--- src/rtl/sha1_pkg.sv ---
package sha1_pkg;

    localparam logic [31:0] H0 = 32'h67452301;
    localparam logic [31:0] H1 = 32'hEFCDAB89;
    localparam logic [31:0] H2 = 32'h98BADCFE;
    localparam logic [31:0] H3 = 32'h10325476;
    localparam logic [31:0] H4 = 32'hC3D2E1F0;
    localparam logic [31:0] K0 = 32'h5A827999;
    localparam logic [31:0] K1 = 32'h6ED9EBA1;
    localparam logic [31:0] K2 = 32'h8F1BBCDC;
    localparam logic [31:0] K3 = 32'hCA62C1D6;
    localparam int unsigned NumRounds = 80;
    localparam int unsigned NumDigestWords = 5;

    // Byte source for the block buffer
    typedef enum logic [1:0] {
        BSRC_DATA = 2'd0,
        BSRC_PAD  = 2'd1,
        BSRC_ZERO = 2'd2,
        BSRC_LEN  = 2'd3
    } byte_src_t;

    // Commands from controller to datapath
    typedef struct packed {
        logic      put_byte;     // write one byte at the current position
        byte_src_t src;
        logic      count_byte;   // add 8 to the bit count
        logic      latch_len;    // capture the bit count for the length field
        logic      comp_start;   // load working variables, round 0
        logic      comp_round;   // perform one round
        logic      comp_add;     // fold result into chaining words
        logic      out_load;     // digest word load (unused; digest_word is combinational)
        logic      restart;      // back to initial chaining values
    } sha1_cmd_t;

    // Status from datapath to controller
    typedef struct packed {
        logic [5:0] pos;         // position of next byte
        logic       round_last;  // round 79 being executed
    } sha1_sts_t;

endpackage

--- src/rtl/sha1_datapath.sv ---
module sha1_datapath (
    input  logic              aclk,
    input  logic              aresetn,
    input  sha1_pkg::sha1_cmd_t cmd,
    input  logic [7:0]        data_byte,
    input  logic [2:0]        out_idx,
    output sha1_pkg::sha1_sts_t sts,
    output logic [31:0]       digest_word
);
    import sha1_pkg::*;

    logic [31:0] chain_reg [NumDigestWords];
    logic [31:0] w_reg [16];
    logic [63:0] count_reg;
    logic [63:0] len_reg;
    logic [5:0]  pos_reg;
    logic [6:0]  round_reg;
    logic [31:0] a_reg, b_reg, c_reg, d_reg, e_reg;
    logic [7:0]  byte_val;
    logic [2:0]  len_sel;
    logic [31:0] f_val, k_val, w_cur, w_new, t_val;

    // Select the byte to store
    always_comb begin
        len_sel = 3'd7 - pos_reg[2:0];
        case (cmd.src)
            BSRC_DATA: byte_val = data_byte;
            BSRC_PAD:  byte_val = 8'h80;
            BSRC_ZERO: byte_val = 8'h00;
            BSRC_LEN:  byte_val = len_reg[{len_sel, 3'b000} +: 8];
            default:   byte_val = 8'h00;
        endcase
    end

    // Round function; schedule kept in a 16-word sliding window
    always_comb begin
        if (round_reg < 7'd20) begin
            f_val = (b_reg & c_reg) | (~b_reg & d_reg);
            k_val = K0;
        end else if (round_reg < 7'd40) begin
            f_val = b_reg ^ c_reg ^ d_reg;
            k_val = K1;
        end else if (round_reg < 7'd60) begin
            f_val = (b_reg & c_reg) | (b_reg & d_reg) | (c_reg & d_reg);
            k_val = K2;
        end else begin
            f_val = b_reg ^ c_reg ^ d_reg;
            k_val = K3;
        end
        w_new = w_reg[13] ^ w_reg[8] ^ w_reg[2] ^ w_reg[0];
        w_new = {w_new[30:0], w_new[31]};
        w_cur = (round_reg < 7'd16) ? w_reg[0] : w_new;
        t_val = {a_reg[26:0], a_reg[31:27]} + f_val + e_reg + k_val + w_cur;
    end

    // Block buffer: byte writes, and shift during rounds
    always_ff @(posedge aclk) begin
        if (cmd.put_byte) begin
            w_reg[pos_reg[5:2]][(5'd3 - {3'd0, pos_reg[1:0]}) * 8 +: 8] <= byte_val;
        end else if (cmd.comp_round) begin
            for (int i = 0; i < 15; i++) begin
                w_reg[i] <= w_reg[i + 1];
            end
            w_reg[15] <= w_cur;
        end
    end

    // Working variables
    always_ff @(posedge aclk) begin
        if (cmd.comp_start) begin
            a_reg <= chain_reg[0];
            b_reg <= chain_reg[1];
            c_reg <= chain_reg[2];
            d_reg <= chain_reg[3];
            e_reg <= chain_reg[4];
        end else if (cmd.comp_round) begin
            a_reg <= t_val;
            b_reg <= a_reg;
            c_reg <= {b_reg[1:0], b_reg[31:2]};
            d_reg <= c_reg;
            e_reg <= d_reg;
        end
    end

    always_ff @(posedge aclk) begin
        if (cmd.latch_len) begin
            len_reg <= count_reg;
        end
    end

    // Control state: counters and chaining words
    always_ff @(posedge aclk) begin
        if (!aresetn || cmd.restart) begin
            chain_reg[0] <= H0;
            chain_reg[1] <= H1;
            chain_reg[2] <= H2;
            chain_reg[3] <= H3;
            chain_reg[4] <= H4;
            count_reg    <= '0;
            pos_reg      <= '0;
            round_reg    <= '0;
        end else begin
            if (cmd.put_byte) begin
                pos_reg <= pos_reg + 6'd1;
            end
            if (cmd.count_byte) begin
                count_reg <= count_reg + 64'd8;
            end
            if (cmd.comp_start) begin
                round_reg <= '0;
            end else if (cmd.comp_round) begin
                round_reg <= round_reg + 7'd1;
            end
            if (cmd.comp_add) begin
                chain_reg[0] <= chain_reg[0] + a_reg;
                chain_reg[1] <= chain_reg[1] + b_reg;
                chain_reg[2] <= chain_reg[2] + c_reg;
                chain_reg[3] <= chain_reg[3] + d_reg;
                chain_reg[4] <= chain_reg[4] + e_reg;
            end
        end
    end

    always_comb begin
        sts.pos        = pos_reg;
        sts.round_last = (round_reg == 7'(NumRounds - 1));
        case (out_idx)
            3'd0:    digest_word = chain_reg[0];
            3'd1:    digest_word = chain_reg[1];
            3'd2:    digest_word = chain_reg[2];
            3'd3:    digest_word = chain_reg[3];
            default: digest_word = chain_reg[4];
        endcase
    end

endmodule

--- src/rtl/sha1_control.sv ---
module sha1_control (
    input  logic              aclk,
    input  logic              aresetn,
    input  logic              s_valid,
    output logic              s_ready,
    input  logic              s_byte_present,
    input  logic              s_end_of_message,
    output logic              m_valid,
    input  logic              m_ready,
    output logic [2:0]        m_word_index,
    output logic              m_last_word,
    output sha1_pkg::sha1_cmd_t cmd,
    input  sha1_pkg::sha1_sts_t sts,
    output logic [2:0]        out_idx
);
    import sha1_pkg::*;

    typedef enum logic [5:0] {
        ST_IDLE  = 6'b000001,
        ST_PAD   = 6'b000010,
        ST_START = 6'b000100,
        ST_ROUND = 6'b001000,
        ST_ADD   = 6'b010000,
        ST_OUT   = 6'b100000
    } state_t;

    state_t     state_reg, state_next;
    logic       fin_reg, fin_next;       // first padding byte still to write
    logic       pad_reg, pad_next;       // padding in progress
    logic       lenw_reg, lenw_next;     // length bytes being written
    logic [2:0] idx_reg, idx_next;
    logic       mv_reg, mv_next;
    logic       acc;

    assign s_ready      = (state_reg == ST_IDLE);
    assign acc          = s_valid && s_ready;
    assign m_valid      = mv_reg;
    assign m_word_index = idx_reg;
    assign m_last_word  = (idx_reg == 3'(NumDigestWords - 1));
    assign out_idx      = idx_reg;

    // Sequence bytes, padding, rounds and digest output
    always_comb begin
        state_next = state_reg;
        fin_next   = fin_reg;
        pad_next   = pad_reg;
        lenw_next  = lenw_reg;
        idx_next   = idx_reg;
        mv_next    = mv_reg;
        cmd        = '0;
        case (state_reg)
            ST_IDLE: begin
                if (acc) begin
                    if (s_byte_present) begin
                        cmd.put_byte   = 1'b1;
                        cmd.src        = BSRC_DATA;
                        cmd.count_byte = 1'b1;
                    end
                    if (s_end_of_message) begin
                        fin_next   = 1'b1;
                        pad_next   = 1'b1;
                        lenw_next  = 1'b0;
                        state_next = ST_PAD;
                    end
                    if (s_byte_present && sts.pos == 6'd63) begin
                        state_next = ST_START;
                    end
                end
            end
            ST_PAD: begin
                cmd.put_byte = 1'b1;
                cmd.src      = BSRC_ZERO;
                if (fin_reg) begin
                    // first padding byte after the message
                    cmd.src       = BSRC_PAD;
                    cmd.latch_len = 1'b1;
                    fin_next      = 1'b0;
                    if (sts.pos == 6'd55) begin
                        lenw_next = 1'b1;
                    end
                end else if (lenw_reg) begin
                    cmd.src = BSRC_LEN;
                end else if (sts.pos == 6'd55) begin
                    lenw_next = 1'b1;
                end
                if (sts.pos == 6'd63) begin
                    state_next = ST_START;
                end
            end
            ST_START: begin
                cmd.comp_start = 1'b1;
                state_next     = ST_ROUND;
            end
            ST_ROUND: begin
                cmd.comp_round = 1'b1;
                if (sts.round_last) begin
                    state_next = ST_ADD;
                end
            end
            ST_ADD: begin
                cmd.comp_add = 1'b1;
                if (lenw_reg) begin
                    idx_next   = '0;
                    mv_next    = 1'b1;
                    pad_next   = 1'b0;
                    state_next = ST_OUT;
                end else if (pad_reg) begin
                    state_next = ST_PAD;
                end else begin
                    state_next = ST_IDLE;
                end
            end
            ST_OUT: begin
                if (m_ready) begin
                    if (m_last_word) begin
                        mv_next     = 1'b0;
                        lenw_next   = 1'b0;
                        cmd.restart = 1'b1;
                        state_next  = ST_IDLE;
                    end else begin
                        idx_next = idx_reg + 3'd1;
                    end
                end
            end
            default: state_next = ST_IDLE;
        endcase
    end

    always_ff @(posedge aclk) begin
        if (!aresetn) begin
            state_reg <= ST_IDLE;
            fin_reg   <= 1'b0;
            pad_reg   <= 1'b0;
            lenw_reg  <= 1'b0;
            idx_reg   <= '0;
            mv_reg    <= 1'b0;
        end else begin
            state_reg <= state_next;
            fin_reg   <= fin_next;
            pad_reg   <= pad_next;
            lenw_reg  <= lenw_next;
            idx_reg   <= idx_next;
            mv_reg    <= mv_next;
        end
    end

    // Output valid only while presenting digest words
    a_out_state: assert property (@(posedge aclk) disable iff (!aresetn)
        m_valid |-> state_reg == ST_OUT)
        else $error("digest shown outside output state");
    a_no_accept_busy: assert property (@(posedge aclk) disable iff (!aresetn)
        state_reg == ST_ROUND |=> !s_ready || $past(sts.round_last))
        else $error("item accepted during rounds");
    a_idx_range: assert property (@(posedge aclk) disable iff (!aresetn)
        m_valid |-> idx_reg <= 3'(NumDigestWords - 1))
        else $error("digest word index out of range");

endmodule

--- src/rtl/sha1_message_digest.sv ---
// SHA-1 over a byte stream. Each input item may carry one byte and may end the
// message; after the end item the block emits five 32-bit digest words, word 0
// first, the fifth flagged m_last_word, then restarts from the initial chaining
// values. Ordinary bytes are accepted back to back; every 64th byte, and
// the padding, costs one 80-round compression at one round per cycle,
// during which no item is accepted. A final item is further followed by
// the padding bytes and one or two compressions before the digest appears.
module sha1_message_digest (
    input  logic        aclk,
    input  logic        aresetn,
    input  logic        s_valid,
    output logic        s_ready,
    input  logic [7:0]  s_data_byte,
    input  logic        s_byte_present,
    input  logic        s_end_of_message,
    output logic        m_valid,
    input  logic        m_ready,
    output logic [31:0] m_digest_word,
    output logic [2:0]  m_word_index,
    output logic        m_last_word
);
    import sha1_pkg::*;

    sha1_cmd_t  cmd;
    sha1_sts_t  sts;
    logic [2:0] out_idx;

    sha1_control u_ctrl (
        .aclk             (aclk),
        .aresetn          (aresetn),
        .s_valid          (s_valid),
        .s_ready          (s_ready),
        .s_byte_present   (s_byte_present),
        .s_end_of_message (s_end_of_message),
        .m_valid          (m_valid),
        .m_ready          (m_ready),
        .m_word_index     (m_word_index),
        .m_last_word      (m_last_word),
        .cmd              (cmd),
        .sts              (sts),
        .out_idx          (out_idx)
    );

    sha1_datapath u_dp (
        .aclk        (aclk),
        .aresetn     (aresetn),
        .cmd         (cmd),
        .data_byte   (s_data_byte),
        .out_idx     (out_idx),
        .sts         (sts),
        .digest_word (m_digest_word)
    );

endmodule
--- config.mk ---
export PLATFORM = sky130hd
export DESIGN_NAME = sha1_message_digest
export DESIGN_NICKNAME = d
export VERILOG_FILES = /design/src/rtl/sha1_pkg.sv /design/src/rtl/sha1_datapath.sv /design/src/rtl/sha1_control.sv /design/src/rtl/sha1_message_digest.sv
export SDC_FILE = /design/constraint.sdc
export NUM_CORES = 2
export LEC_CHECK = 0
export BUFFER_PORTS_ARGS = -buffer_cell sky130_fd_sc_hd__buf_2
export CAP_MARGIN = 20
export CORE_ASPECT_RATIO = 0.9
export CORE_MARGIN = 8
export CORE_UTILIZATION = 64
export DETAILED_ROUTE_END_ITERATION = 7
export GPL_ROUTABILITY_DRIVEN = 0
export GPL_TIMING_DRIVEN = 0
export PLACE_DENSITY = 0.87
export SLEW_MARGIN = 20
export SYNTH_ARGS = -nofsm -noshare
export SYNTH_HDL_FRONTEND = slang
export SYNTH_HIERARCHICAL = 1
export SYNTH_SLANG_ARGS = --single-unit
--- constraint.sdc ---
create_clock -name aclk -period 9.2 [get_ports aclk]
set_input_delay 0 -clock aclk [delete_from_list [all_inputs] [get_ports aclk]]
set_output_delay 0 -clock aclk [all_outputs]
set_load 0.1 [all_outputs]
==> qor.txt <==
Chip Height = 291 um
Total grt overflow = 0
DIE WIDTH = 321 um
Critical Path AT = 8980 ps
Critical path startpoint category = flop
Syn-to-layout area delta = 10.6%
Initial DRT Pass Iterations = 8
First-pass GRT wire length = 239000 um
Critical-path cell list = clkbuf_1 -> a41oi_1 -> nand2_1 -> clkinv_1 -> buf_2 -> a222oi_1 -> fa_1 -> inv_1 -> fa_1 -> inv_1 -> fa_1 -> inv_1 -> ha_1 -> o21ai_1 -> a21oi_1 -> o41a_1 -> a2111oi_4 -> o31ai_2 -> o41a_1 -> a21o_1 -> o311a_1 -> or4b_1 -> nand3_1
Initial antenna violation count = 5
Starting density of the core = 64.8%
Hold Startpoint = s_valid
Crit-path max cell delay = 880 ps
CP max stage cell = a41oi_1
Root Buffer = clkbuf_16
Hold Crit Class = in -> reg
Max FFs per register = 512
Initial DRC Count = 6490
Post-route clock period utilization = 91.6%
Hold path cells = 4
Setup violators final = 0
Clk slew on worst S/H paths = 60 ps
Syn nets = 4819
Total GRT Usage = 33.6%
Power, Total = 9.62 mW
Vias in the first global route = 39505
RR Startpoint = u_dp/round_reg[4]
Final WL = 162000 um
Peak Freq = 119 MHz
Status = finished, violations left
Largest net degree at the start of global routing = 62
Failing checks = DRC
Placeable Area = 83000 um2
Max-slew violations = 0
RSZ-0062 raised after global routing = no
Synthesized area = 53700 um2
R2R Path End = u_dp/a_reg[29]
Vias per cell = 6.90
Fin Clk Skew = 33.5 ps
Crit. End Element = flop
Clock buffer depth = 3
Total die area = 93500 um2
Slew margin rel. = 9.76%
I/O Buffers = 51
Clk_lat worst skew = 700 ps
Boundary Pins = 52
Worst VDD drop = 187 uV
Setup TNS = 0 ps
Drt drc = 116
R2r worst-path depth = 23
Slew @ Worst Pin = 1350 ps
Final-report hold violation count = 0
Number of max-cap violations = 0
Layout net count = 5034
Hold WS = 256 ps
Wirelength per Cell = 27.5 um
Setup slack after layout = 777 ps
Row cnt = 100
TritonCTS buffer count = 97
Pwr Density = 162 nW/um2
Flop2flop setup slack = 780 ps
Pleak = 24.8 nW
CTS tree = done
Avg Cell Area, Syn = 12.0 um2
Worst Path Max Fanout = 12
Final HPWL DP = 116000 um
Sink Count = 980
Number of routed nets with antenna violations = 0
Ratio of cells with drive above 1 in the final layout = 10.9%
Fill cells = 5185
Post-layout util = 71.7%
H-tree Lvls = 3
CP required = 9760 ps
Hold worst-path end = u_ctrl/pad_reg
Vias = 40757
Mapped Cells = 4478
Crit path time final = 8420 ps
Worst Setup Path Type = reg -> reg
Place WS = 1180 ps
Ys Warns = 6
CTS resizes = 0
-- layer usage --
layer  global-route usage (%)  up-vias  share of wire [%]
li1                         -    16926                  -
met1                     43.9    19590                 35
met2                     48.2     3494                 42
met3                     13.4      737                 17
met4                     17.2       10                6.2
met5                        0        -              0.045
-- metrics by stage --
step                cell area [um2]  cells
floorplan                     53700   4478
global placement              55400   5651
detailed placement            56000   5700
CTS                           59400   5899
global route                  59400   5900
finish                        59400   5903
-- cell usage in the layout, fill, tap and decap left out, types with 12 or more instances in the layout --
cell / n
a21oi_1: 196
or3_1: 31
o21bai_1: 18
o22ai_1: 37
fa_1: 125
nand4_1: 27
buf_2: 56
nand2b_1: 34
o21a_1: 33
mux2_2: 159
dfxtp_1: 87
clkinv_1: 13
dlygate4sd3_1: 16
mux4_2: 41
o21ai_0: 185
edfxtp_1: 893
buf_4: 41
clkbuf_1: 202
ha_1: 202
xor2_1: 116
a31oi_1: 22
a211oi_1: 29
clkbuf_16: 98
clkinv_2: 22
inv_1: 246
nand3_1: 68
nand2_1: 286
a222oi_1: 17
xnor2_1: 186
o211ai_1: 12
nor3_1: 39
mux2i_1: 25
a21o_1: 565
and3_1: 26
o221a_2: 13
nor2_1: 305
o21ai_1: 60
nor2b_1: 38
-- critical path, delay by kind of cell (launching register included) --
kind / cells / cell delay (ps)
AO/OA/AOI/OAI: 10 / 3270
adder cells (fa/ha/maj): 4 / 2020
buffers and inverters: 6 / 1510
AND/OR/NAND/NOR: 3 / 1190
flip-flops: 1 / 300
-- report_power, final --
group          switching (mW)  internal [mW]  leakage (nW)
Sequential             0.0297           4.88          8.87
Combinational           0.374          0.224          14.3
Clock                    1.83           2.29          1.59
Total                    2.23           7.39          24.8
-- what timing repair did --
action | in CTS | in global routing
endpoints found under the hold margin | 38 | 3
setup buffers | 0 | 0
setup endpoints to repair | 0 | 0
hold buffers | 15 | 1
-- worst max path at each step --
stage                     cells past startpoint         startpoint        endpoint  slack [ps]
after floorplan                              23  u_dp/round_reg[4]  u_dp/a_reg[29]        2770
after global placement                       23  u_dp/round_reg[5]  u_dp/a_reg[29]         120
after detailed placement                     23  u_dp/round_reg[4]  u_dp/a_reg[29]        1180
after CTS                                    23  u_dp/round_reg[4]  u_dp/a_reg[29]        1110
after global routing                         23  u_dp/round_reg[4]  u_dp/a_reg[29]         730
final                                        23  u_dp/round_reg[4]  u_dp/a_reg[29]         780
-- cell type report --
class | instances | area, um2 | area share (%)
Multi-Input combinational cell | 3048 | 23500 | 39.6
Clock inverter | 62 | 703 | 1.18
Sequential cell | 980 | 28600 | 48.0
Inverter | 248 | 931 | 1.57
Clock buffer | 122 | 2600 | 4.37
Tap cell | 1122 | 1400 | 2.36
Antenna cell | 3 | 7.51 | 0.0126
Buffer | 202 | 783 | 1.32
Timing Repair Buffer | 116 | 916 | 1.54
Power figures use the tool's default switching activity.
